[config.mk]
export PLATFORM = sky130hd
export DESIGN_NAME = swvg_ctrl
export DESIGN_NICKNAME = d
export VERILOG_FILES = /design/src/swvg_pkg.sv /design/src/swvg_ctrl.sv
export SDC_FILE = /design/constraint.sdc
export NUM_CORES = 1
export LEC_CHECK = 0
export BUFFER_PORTS_ARGS = -buffer_cell sky130_fd_sc_hd__buf_2
export CAP_MARGIN = 10
export CORE_AREA = 2 2 39 41
export CTS_CLUSTER_DIAMETER = 30
export DETAILED_ROUTE_END_ITERATION = 12
export DIE_AREA = 0 0 41 43
export GPL_ROUTABILITY_DRIVEN = 0
export HOLD_SLACK_MARGIN = 0.02
export SYNTH_ARGS = -nofsm -noshare
export SYNTH_HDL_FRONTEND = slang
export SYNTH_SLANG_ARGS = --single-unit
[constraint.sdc]
create_clock -name clk -period 1.4 [get_ports clk]
set_input_delay 0.21 -clock clk [delete_from_list [all_inputs] [get_ports clk]]
set_output_delay 0.21 -clock clk [all_outputs]
set_load 0.02 [all_outputs]
[src/swvg_pkg.sv]
`timescale 1ns / 1ps

package swvg_pkg;

  localparam int VAR_W      = 47;
  localparam int LEN_W      = 7;
  localparam int LIMIT_W    = 24;
  localparam int RATIO_W    = 10;
  localparam int FILL_W     = 7;
  localparam int CFG_IDX_W  = 3;
  localparam int CFG_DATA_W = 24;

  localparam logic [VAR_W-1:0] VAR_MAX = {VAR_W{1'b1}};

  localparam logic [CFG_IDX_W-1:0] CFG_WINDOW_LEN     = 3'd0;
  localparam logic [CFG_IDX_W-1:0] CFG_GNSS_VAR_LIMIT = 3'd1;
  localparam logic [CFG_IDX_W-1:0] CFG_ODOM_VAR_RATIO = 3'd2;
  localparam logic [CFG_IDX_W-1:0] CFG_GNSS_ENABLE    = 3'd3;
  localparam logic [CFG_IDX_W-1:0] CFG_ODOM_ENABLE    = 3'd4;

  localparam logic [LEN_W-1:0]   RST_WINDOW_LEN     = 7'd50;
  localparam logic [LIMIT_W-1:0] RST_GNSS_VAR_LIMIT = 24'd6554;
  localparam logic [RATIO_W-1:0] RST_ODOM_VAR_RATIO = 10'd100;

  localparam logic SRC_GNSS = 1'b0;
  localparam logic SRC_ODOM = 1'b1;

  typedef struct packed {
    logic [LEN_W-1:0]   window_len;
    logic [LIMIT_W-1:0] gnss_var_limit;
    logic [RATIO_W-1:0] odom_var_ratio;
    logic               gnss_enable;
    logic               odom_enable;
  } cfg_t;

  typedef struct packed {
    logic load;
    logic ev_rd;
    logic sq_ev;
    logic sq_in;
    logic acc_sub;
    logic acc_add;
    logic var_mul;
    logic var_diff;
    logic div_step;
    logic judge;
    logic out_load;
  } dp_cmd_t;

  typedef struct packed {
    logic enabled;
    logic evict_need;
    logic div_last;
    logic out_free;
  } dp_status_t;

endpackage

[src/swvg_ctrl.sv]
`timescale 1ns / 1ps

module swvg_ctrl (
  input  logic                 clk,
  input  logic                 rst_n,
  input  logic                 in_valid,
  output logic                 in_ready,
  input  swvg_pkg::dp_status_t status,
  output swvg_pkg::dp_cmd_t    cmd
);
  import swvg_pkg::*;

  typedef enum logic [3:0] {
    S_IDLE, S_CHECK, S_EV_RD, S_EV_SQ, S_EV_SUB, S_INS_SQ, S_INS_ADD,
    S_VMUL, S_VDIFF, S_DIV, S_JUDGE, S_FINISH
  } state_t;

  state_t state_r, state_nxt;

  always_comb begin
    state_nxt = state_r;
    cmd       = '0;
    in_ready  = 1'b0;
    unique case (state_r)
      S_IDLE: begin
        in_ready = 1'b1;
        if (in_valid) begin
          cmd.load  = 1'b1;
          state_nxt = S_CHECK;
        end
      end
      S_CHECK: begin
        priority if (!status.enabled) begin
          state_nxt = S_JUDGE;
        end else if (status.evict_need) begin
          state_nxt = S_EV_RD;
        end else begin
          state_nxt = S_INS_SQ;
        end
      end
      S_EV_RD: begin
        cmd.ev_rd = 1'b1;
        state_nxt = S_EV_SQ;
      end
      S_EV_SQ: begin
        cmd.sq_ev = 1'b1;
        state_nxt = S_EV_SUB;
      end
      S_EV_SUB: begin
        cmd.acc_sub = 1'b1;
        state_nxt   = S_CHECK;
      end
      S_INS_SQ: begin
        cmd.sq_in = 1'b1;
        state_nxt = S_INS_ADD;
      end
      S_INS_ADD: begin
        cmd.acc_add = 1'b1;
        state_nxt   = S_VMUL;
      end
      S_VMUL: begin
        cmd.var_mul = 1'b1;
        state_nxt   = S_VDIFF;
      end
      S_VDIFF: begin
        cmd.var_diff = 1'b1;
        state_nxt    = S_DIV;
      end
      S_DIV: begin
        cmd.div_step = 1'b1;
        if (status.div_last) begin
          state_nxt = S_JUDGE;
        end
      end
      S_JUDGE: begin
        cmd.judge = 1'b1;
        state_nxt = S_FINISH;
      end
      S_FINISH: begin
        if (status.out_free) begin
          cmd.out_load = 1'b1;
          state_nxt    = S_IDLE;
        end
      end
      default: state_nxt = S_IDLE;
    endcase
  end

  always_ff @(posedge clk) begin
    if (!rst_n) begin
      state_r <= S_IDLE;
    end else begin
      state_r <= state_nxt;
    end
  end

endmodule

==> results.json, run 1 <==
{
  "synth-seq-area-share": 0.194,
  "dpl.hpwl_um": 884,
  "path_cells": "buf_6 > nor4_4 > and2_4 > buf_6",
  "die_x_um": 41,
  "largest_reg_flops": 4,
  "critPathTopFamily": "simple AND/OR/NAND/NOR gates",
  "dpl_cell_area_um2": 579,
  "syn_inst": 52,
  "core.rowCount": 14,
  "wirelength_mm": 1.40,
  "synth_top_family_by_area": "simple AND/OR/NAND/NOR gates",
  "hold_path.class": "input pin to flip-flop",
  "finalCriticalPeriod_ns": 1.48,
  "critical_path_class": "flip-flop to primary output",
  "start_kind": "flip-flop",
  "synthAdderAreaFrac": 0,
  "synth_warnings": 0,
  "ir_worst_vdd_uv": 363,
  "cp_max_fo": 3,
  "power.density_nw_per_um2": 834,
  "maxCapViolCount": 0,
  "antenna_found_initial": 0,
  "synth_cell_types": 28,
  "pin_count": 19,
  "power_frac_clock": 0.202,
  "final_nets": 94,
  "leakagePower_nw": 0.345,
  "p_seq_frac": 0.227,
  "muxShareOfSynthArea": 0,
  "ctsHoldBuffers": 0,
  "cts_max_level": 1,
  "route.detailed.drc": 0,
  "grt_pass1_vias": 459,
  "hold_violations": 0,
  "syn_avg_cell_area_um2": 7.94,
  "synth_seq_cells": 4,
  "cts_made_buffers": 3,
  "initial_core_util": 0.298,
  "grt_pass1_wl_mm": 1.93,
  "cts.sinks": 4,
  "clock-skew-final_ns": 0.000999,
  "rsz0062_at_grt": "true",
  "synth_area_leaders": "dfxtp_1 19%, nor2_1 6.4%, nor3b_2 6.1%",
  "slew_viol_final": 0,
  "switching_power_mw": 0.264,
  "cts_tree": "yes",
  "vias": 515,
  "grtUsageTotal": 0.164,
  "synth_top_area_frac": 0.194,
  "setup_slack_ns": -0.0807,
  "nFillCells": 108,
  "placement.io_buffers": 18,
  "cpPeakStageDelay_ns": 0.33,
  "drive_above_1_share": 0.776,
  "failed_checks": "setup timing",
  "vias_per_cell": 5.10,
  "grt_max_degree": 9,
  "synthToLayoutAreaGrowth_pct": 101,
  "critical_path_arrival_ns": 1.27,
  "cts_root_buf": "clkbuf_4",
  "wl_per_cell_um": 13.8,
  "fmax_ghz": 0.675,
  "endpoint_kind": "primary output",
  "synth_nets": 59,
  "crit_slowest_cell": "dfxtp_2",
  "finalSetupViolations": 5,
  "top_regs": "state_r: 4 flops",
  "die-area_um2": 1760,
  "cp_num_buf_inv": 2,
  "synth-xor-area-share": 0,
  "power.share.combinational": 0.571,
  "grt_overflow_total": 0,
  "clkTransAtPathRegs_ns": 0.04,
  "diodes": 0,
  "p_sw_frac": 0.382,
  "dp_slack_ns": 0.0763,
  "critPathRequiredTime_ns": 1.19,
  "core_area_um2": 1380,
  "synth-compound-area-share": 0.188,
  "synth_area_leader_cell": "dfxtp_1",
  "cts.path.max_buffers": 2,
  "timing.final.crit_share": 1.06,
  "outcome": "finished, violations left",
  "synth.cell_area_um2": 413,
  "drt-pass1-iter-count": 4,
  "final_cell_area_um2": 830,
  "detail-route-antenna-nets": 0,
  "synthSimpleGateAreaFrac": 0.500,
  "die_h_um": 43,
  "relSlewSlack": 0.809,
  "cpMostUsedCell": "buf_6",
  "drt-initial-drc-count": 4,
  "largest_register": "state_r",
  "clock_latency_ns": 0.23,
  "worst_slew_pin_slew_ns": 0.285,
  "intPower_mw": 0.427
}
-- cells in the final DEF (no fill, tap or decap), drive strengths merged --
cell / netlist / routed
nor3b: 3 / 3
o31a: 1 / 1
o21a: 1 / 1
a21oi: 1 / 1
dfxtp: 4 / 4
a2111oi: 1 / 1
o21ai: 3 / 3
a221o: 1 / 1
buf: 4 / 34
nand2b: 1 / 1
and4bb: 1 / 1
o22ai: 1 / 1
nor2b: 3 / 3
and4b: 1 / 1
a221oi: 1 / 1
and3: 1 / 1
inv: 3 / 3
nor3: 4 / 4
nand3b: 1 / 1
and2: 1 / 1
nor4: 2 / 2
or3: 1 / 1
nor2: 7 / 7
nand2: 5 / 5
clkbuf: 0 / 3
-- layer usage --
metal  vias to the layer above  track usage  part of all wire
li1                        257            -                 -
met1                       237        0.186              0.38
met2                        17        0.266              0.56
met3                         4       0.0471             0.038
met4                         0       0.0800             0.016
met5                         -            0                 0
-- cell usage after synthesis --
| cell | count |
|---|---|
| a2111oi_2 | 1 |
| a21oi_1 | 1 |
| a221o_2 | 1 |
| a221oi_1 | 1 |
| and2_1 | 1 |
| and3_2 | 1 |
| and4b_2 | 1 |
| and4bb_2 | 1 |
| buf_2 | 2 |
| buf_6 | 2 |
| dfxtp_1 | 4 |
| inv_1 | 2 |
| inv_6 | 1 |
| nand2_1 | 5 |
| nand2b_1 | 1 |
| nand3b_1 | 1 |
| nor2_1 | 7 |
| nor2b_1 | 3 |
| nor3_1 | 4 |
| nor3b_1 | 1 |
| nor3b_2 | 2 |
| nor4_1 | 1 |
| nor4_4 | 1 |
| o21a_1 | 1 |
| o21ai_0 | 3 |
| o22ai_1 | 1 |
| o31a_1 | 1 |
| or3_4 | 1 |
-- final cells by class --
type / count / area (um2) / share of cell area
multi-input cells: 41 / 387 / 0.466
repair buffers: 34 / 292 / 0.351
flip-flops and latches: 4 / 92.6 / 0.112
clock buffers: 3 / 22.5 / 0.0271
well taps: 16 / 20.0 / 0.0241
inverters: 3 / 16.3 / 0.0196
-- final timing paths --
| check | slack, ns | end | startpoint | depth (start not counted) |
|---|---|---|---|---|
| max | -0.08 | cmd[10] | state_r[0] | 4 |
| min reg2reg | 0.63 | state_r[1] | state_r[1] | 2 |
| min | 0.25 | state_r[0] | rst_n | 2 |
| max reg2reg | 0 | state_r[3] | state_r[3] | 5 |
-- cells by family after synthesis --
family / after synthesis
AND/OR/NAND/NOR: 31
buffers and inverters: 7
flip-flops: 4
AO/OA/AOI/OAI: 10
-- what timing repair did --
action,in CTS,in global routing
setup endpoints to repair,12,15
gates resized for setup,25,30
cloned,0,0
hold endpoints to repair,0,0
buffers inserted,5,1
pin swaps,6,10
-- stage by stage --
stage                     std cells   util  power (mW)  hold WS, ns  setup TNS, ns
after floorplan                  52      -       0.327        0.327              0
after global placement           93  0.419       0.419        0.480              0
after detailed placement         93  0.419       0.421        0.478              0
after CTS                       101  0.513       0.620        0.244         -0.245
after global routing            101  0.599       0.731        0.251         -0.566
final                           101  0.599       0.692        0.246         -0.250
-- power by group through the flow --
stage | Clock [mW] | Combinational [mW] | Sequential [mW]
final | 0.140 | 0.395 | 0.157
after global routing | 0.153 | 0.419 | 0.159
after CTS | 0.144 | 0.325 | 0.152
after detailed placement | 0 | 0.270 | 0.151
after global placement | 0 | 0.268 | 0.151
after floorplan | 0 | 0.186 | 0.141
Note: power is estimated with default switching activity, not from simulation.
==> run 2: changes to the inputs <==
--- a/config.mk
+++ b/config.mk
@@ -16,3 +16,4 @@
 export SYNTH_ARGS = -nofsm -noshare
 export SYNTH_HDL_FRONTEND = slang
 export SYNTH_SLANG_ARGS = --single-unit
+export TNS_END_PERCENT = 30
==> run 2 against run 1 <==
Net effect:
- the flow still finishes with violations (setup timing)
- non-clock buffer count fell by 1
- total power fell by 5.7%
- critical endpoint unchanged
- clock skew rose by 0.00064 ns
- clock-buffer cell count did not move
- highest routed layer unchanged
- sequential share of layout area rose by 0.80 points
- first-iteration DRC count fell by 50%
- utilization fell by 5.5 points
- maximum frequency fell by 0.53%
- cell area fell by 9.2%
- largest cell class unchanged
- die area did not move
- sequential power fell by 3%
- largest power group unchanged
- routed wire length fell by 3.0%
==> results.json, run 2 (synthesis gave the netlist of run 1 again) <==
{
  "top_regs": "state_r: 4 flops",
  "fmax_ghz": 0.672,
  "grt_pass1_wl_mm": 1.93,
  "die-area_um2": 1760,
  "cts_tree": "yes",
  "cp_max_fo": 3,
  "relSlewSlack": 0.780,
  "drt-initial-drc-count": 2,
  "route.detailed.drc": 0,
  "outcome": "finished, violations left",
  "hold_violations": 0,
  "clkTransAtPathRegs_ns": 0.04,
  "grt_max_degree": 9,
  "dp_cells": 93,
  "cts_root_buf": "clkbuf_4",
  "cts.path.max_buffers": 2,
  "failed_checks": "setup timing",
  "cts.sinks": 4,
  "worst_slew_pin_slew_ns": 0.328,
  "r2r_start": "state_r[3]",
  "timing.final.crit_share": 1.06,
  "vias": 516,
  "timing.rr.end": "state_r[3]",
  "finalCriticalPeriod_ns": 1.49,
  "cts_made_buffers": 3,
  "final_cell_mix": "18 x buf_4, 9 x buf_2, 6 x buf_6",
  "endpoint_kind": "primary output",
  "rsz0062_at_grt": "true",
  "cts_max_level": 1,
  "worst_r2r_path_depth": 5,
  "hold_end": "state_r[0]",
  "ir_worst_vdd_uv": 343,
  "slew_viol_final": 0,
  "largest_register": "state_r",
  "wirelength_mm": 1.36,
  "setup_slack_ns": -0.0886,
  "power.density_nw_per_um2": 866,
  "synthToLayoutAreaGrowth_pct": 82.4,
  "antenna_found_initial": 0,
  "vias_per_cell": 5.16,
  "largest_reg_flops": 4,
  "drive_above_1_share": 0.738,
  "nFillCells": 122,
  "hold_path.class": "input pin to flip-flop",
  "critical_path_class": "flip-flop to primary output",
  "leakagePower_nw": 0.333,
  "r2r_slack_ns": 0,
  "final_cell_count_no_fill": 100,
  "grtUsageTotal": 0.164,
  "dp_slack_ns": 0.0763,
  "final_nets": 93,
  "core_area_um2": 1380,
  "initial_core_util": 0.298,
  "finalSetupViolations": 7,
  "clock_latency_ns": 0.23,
  "core.rowCount": 14,
  "grt_pass1_vias": 459,
  "maxCapViolCount": 0,
  "critical_path_arrival_ns": 1.28,
  "clock-skew-final_ns": 0.00164,
  "start_kind": "flip-flop",
  "critPathRequiredTime_ns": 1.19,
  "pin_count": 19,
  "placement.io_buffers": 18,
  "layout_commonest_cell": "buf_4",
  "die_x_um": 41,
  "fin_util": 0.544,
  "diodes": 0,
  "die_h_um": 43,
  "drt-pass1-iter-count": 4,
  "dpl.hpwl_um": 884,
  "ctsHoldBuffers": 0,
  "grt_overflow_total": 0,
  "hp-start": "rst_n",
  "detail-route-antenna-nets": 0,
  "hold_depth": 2,
  "wl_per_cell_um": 13.6,
  "fin_hold_ws_ns": 0.246
}
run 2: routing by layer:
metal,up-vias,track usage,part of all wire
met1,241,0.186,0.40
met4,0,0.0800,0.013
met3,4,0.0471,0.049
met2,17,0.266,0.53
li1,254,-,-
met5,-,0,0
run 2: how the worst max path moves through the flow:
stage	startpoint	end	cells past startpoint
floorplan	state_r[3]	cmd[0]	4
global placement	state_r[3]	cmd[0]	4
detailed placement	state_r[3]	state_r[0]	5
CTS	state_r[0]	cmd[0]	4
global route	state_r[0]	cmd[10]	4
finish	state_r[0]	cmd[10]	4
run 2: area by class of cell:
class | count | area (um2) | area share
clock buffers | 3 | 22.5 | 0.0299
inverters | 3 | 16.3 | 0.0216
multi-input cells | 41 | 357 | 0.473
flip-flops and latches | 4 | 90.1 | 0.120
well taps | 16 | 20.0 | 0.0266
repair buffers | 33 | 248 | 0.329
run 2: power breakdown:
part           total [mW]  internal (mW)  switching (mW)
Clock               0.140         0.0957          0.0445
Sequential          0.152          0.130          0.0222
Combinational       0.360          0.179           0.181
run 2: worst max-delay path: stages, from the launching register on:
cell and delay, ns:
dfxtp_2 0.33, buf_6 0.12, nor4_4 0.30, and2_4 0.19, buf_6 0.11
run 2: metrics by stage:
step                      instance area [um2]  setup TNS [ns]  power [mW]
after floorplan                           419               0       0.327
after global placement                    579               0       0.419
after detailed placement                  579               0       0.421
after CTS                                 709          -0.256       0.620
after global routing                      753          -0.823       0.691
final                                     753          -0.291       0.652
run 2: timing repair:
item / CTS / global route
endpoints found under the setup margin: 12 / 15
setup buffers: 5 / 0
gates resized for setup: 25 / 13
pin swaps: 5 / 8
endpoints found under the hold margin: 0 / 0
==> run 3: changes to the inputs <==
--- a/config.mk
+++ b/config.mk
@@ -7,10 +7,10 @@
 export LEC_CHECK = 0
 export BUFFER_PORTS_ARGS = -buffer_cell sky130_fd_sc_hd__buf_2
 export CAP_MARGIN = 10
-export CORE_AREA = 2 2 39 41
+export CORE_MARGIN = 2
+export CORE_UTILIZATION = 30
 export CTS_CLUSTER_DIAMETER = 30
 export DETAILED_ROUTE_END_ITERATION = 12
-export DIE_AREA = 0 0 41 43
 export GPL_ROUTABILITY_DRIVEN = 0
 export HOLD_SLACK_MARGIN = 0.02
 export SYNTH_ARGS = -nofsm -noshare
==> run 3 against run 2 <==
Net effect:
- the run still ends with setup timing left
- maximum frequency rose by 0.28%
- clock-buffer cell count did not move
- register-to-register slack improved by 0.05 ns
- non-clock buffer count fell by 3
- first-iteration DRC count rose to 7.0 times the previous value
- cell count fell by 4.0%
- critical path depth did not move
- sequential cell count did not move
- via count fell by 6.0%
- highest routed layer unchanged
==> results.json, run 3 (synthesis gave the netlist of run 1 again) <==
{
  "outcome": "finished, violations left",
  "failed_checks": "setup timing",
  "cp_max_fo": 5,
  "hp-start": "rst_n",
  "finalSetupViolations": 5,
  "layout_commonest_cell": "buf_4",
  "path_cells": "buf_6 > nor4_4 > and2_1 > buf_4",
  "nFillCells": 135,
  "endpoint_kind": "primary output",
  "largest_register": "state_r",
  "dpl_cell_area_um2": 563,
  "relSlewSlack": 0.781,
  "vias": 485,
  "grtUsageTotal": 0.147,
  "hold_path.class": "input pin to flip-flop",
  "die_h_um": 41.1,
  "clock_latency_ns": 0.23,
  "rsz0062_at_grt": "true",
  "maxCapViolCount": 0,
  "critical_path_class": "flip-flop to primary output",
  "drt-pass1-iter-count": 4,
  "crit_slowest_cell": "dfxtp_2",
  "hold_violations": 0,
  "worst_slew_pin_slew_ns": 0.328,
  "r2r_start": "state_r[3]",
  "cts.sinks": 4,
  "dpl.hpwl_um": 820,
  "route.detailed.drc": 0,
  "cp-startpoint": "state_r[3]",
  "fmax_ghz": 0.674,
  "cts.path.max_buffers": 2,
  "synthToLayoutAreaGrowth_pct": 67.6,
  "die_x_um": 41.1,
  "power.density_nw_per_um2": 882,
  "cts_made_buffers": 3,
  "drive_above_1_share": 0.679,
  "placement.io_buffers": 18,
  "timing.final.crit_share": 1.06,
  "grt_pass1_vias": 378,
  "r2r_slack_ns": 0.05,
  "pin_count": 19,
  "leakagePower_nw": 0.310,
  "critical_path_arrival_ns": 1.27,
  "core_area_um2": 1300,
  "antenna_found_initial": 0,
  "diodes": 0,
  "clock-skew-final_ns": 0.00201,
  "clkTransAtPathRegs_ns": 0.04,
  "finalCriticalPeriod_ns": 1.48,
  "cts_max_level": 1,
  "drt-initial-drc-count": 14,
  "final_nets": 90,
  "vias_per_cell": 5.05,
  "grt_pass1_wl_mm": 1.60,
  "slew_viol_final": 0,
  "wirelength_mm": 1.09,
  "critPathRequiredTime_ns": 1.19,
  "setup_slack_ns": -0.0844,
  "initial_core_util": 0.317,
  "cts_root_buf": "clkbuf_4",
  "final_cell_mix": "18 x buf_4, 8 x buf_2, 5 x nor2_1, 5 x nand2_1",
  "core.rowCount": 13,
  "cpPeakStageDelay_ns": 0.34,
  "start_kind": "flip-flop",
  "largest_reg_flops": 4,
  "dp_slack_ns": 0.0619,
  "top_regs": "state_r: 4 flops",
  "ctsHoldBuffers": 0,
  "cts_tree": "yes",
  "detail-route-antenna-nets": 0,
  "final_cell_area_um2": 692,
  "die-area_um2": 1690,
  "grt_overflow_total": 0,
  "ir_worst_vdd_uv": 452,
  "wl_per_cell_um": 11.4,
  "grt_max_degree": 12
}
## run 3: cell types whose count changed in the layout (fill, tap and decap cells not counted), sizes merged
cell / delta
buf: -3
inv: +1
clkinv: -1
## run 3: what timing repair did
action	4_1_cts	5_1_grt
pin swaps	4	4
endpoints found under the setup margin	12	13
resized for setup	18	11
setup buffers	3	0
## run 3: per-layer routing
| layer | global-route usage | part of all wire | up-vias |
|---|---|---|---|
| met5 | 0 | 0 | - |
| met4 | 0.0968 | 0.0055 | 0 |
| met3 | 0.0163 | 0.060 | 2 |
| met2 | 0.223 | 0.51 | 15 |
| met1 | 0.193 | 0.43 | 214 |
| li1 | - | - | 254 |
## run 3: final timing paths
check / endpoint / cells after the start
setup / recovery: cmd[10] / 4
setup reg to reg: state_r[0] / 6
hold / removal: state_r[0] / 2
hold reg to reg: state_r[1] / 2
## run 3: final cells by class
type,count,area [um2],share of cell area
Clock buffer,3,22.5,0.0325
Tap cell,15,18.8,0.0271
Multi-Input combinational cell,41,322,0.465
Sequential cell,4,92.6,0.134
Inverter,3,16.3,0.0235
Timing Repair Buffer,30,220,0.318
## run 3: metrics by stage
stage | hold WS (ns) | instances | TNS [ns] | utilization | power (mW)
4_1_cts | 0.228 | 96 | -0.397 | 0.506 | 0.610
6_report | 0.234 | 96 | -0.260 | 0.532 | 0.610
3_5_place_dp | 0.481 | 90 | 0 | 0.433 | 0.415
3_3_place_gp | 0.482 | 90 | 0 | 0.433 | 0.413
2_1_floorplan | 0.327 | 52 | 0 | - | 0.327
5_1_grt | 0.231 | 96 | -0.564 | 0.532 | 0.650
## run 3: power by group
part | total [mW] | internal, mW | switching [mW] | leakage (nW)
sequential | 0.157 | 0.131 | 0.0266 | 0.0353
combinational | 0.309 | 0.158 | 0.150 | 0.261
clock | 0.145 | 0.0960 | 0.0486 | 0.0138
## run 3: critical path: cells and delay by family (launching register included)
| kind | cells | cell delay [ns] |
|---|---|---|
| simple gates | 2 | 0.44 |
| flops | 1 | 0.34 |
| buf+inv | 2 | 0.26 |
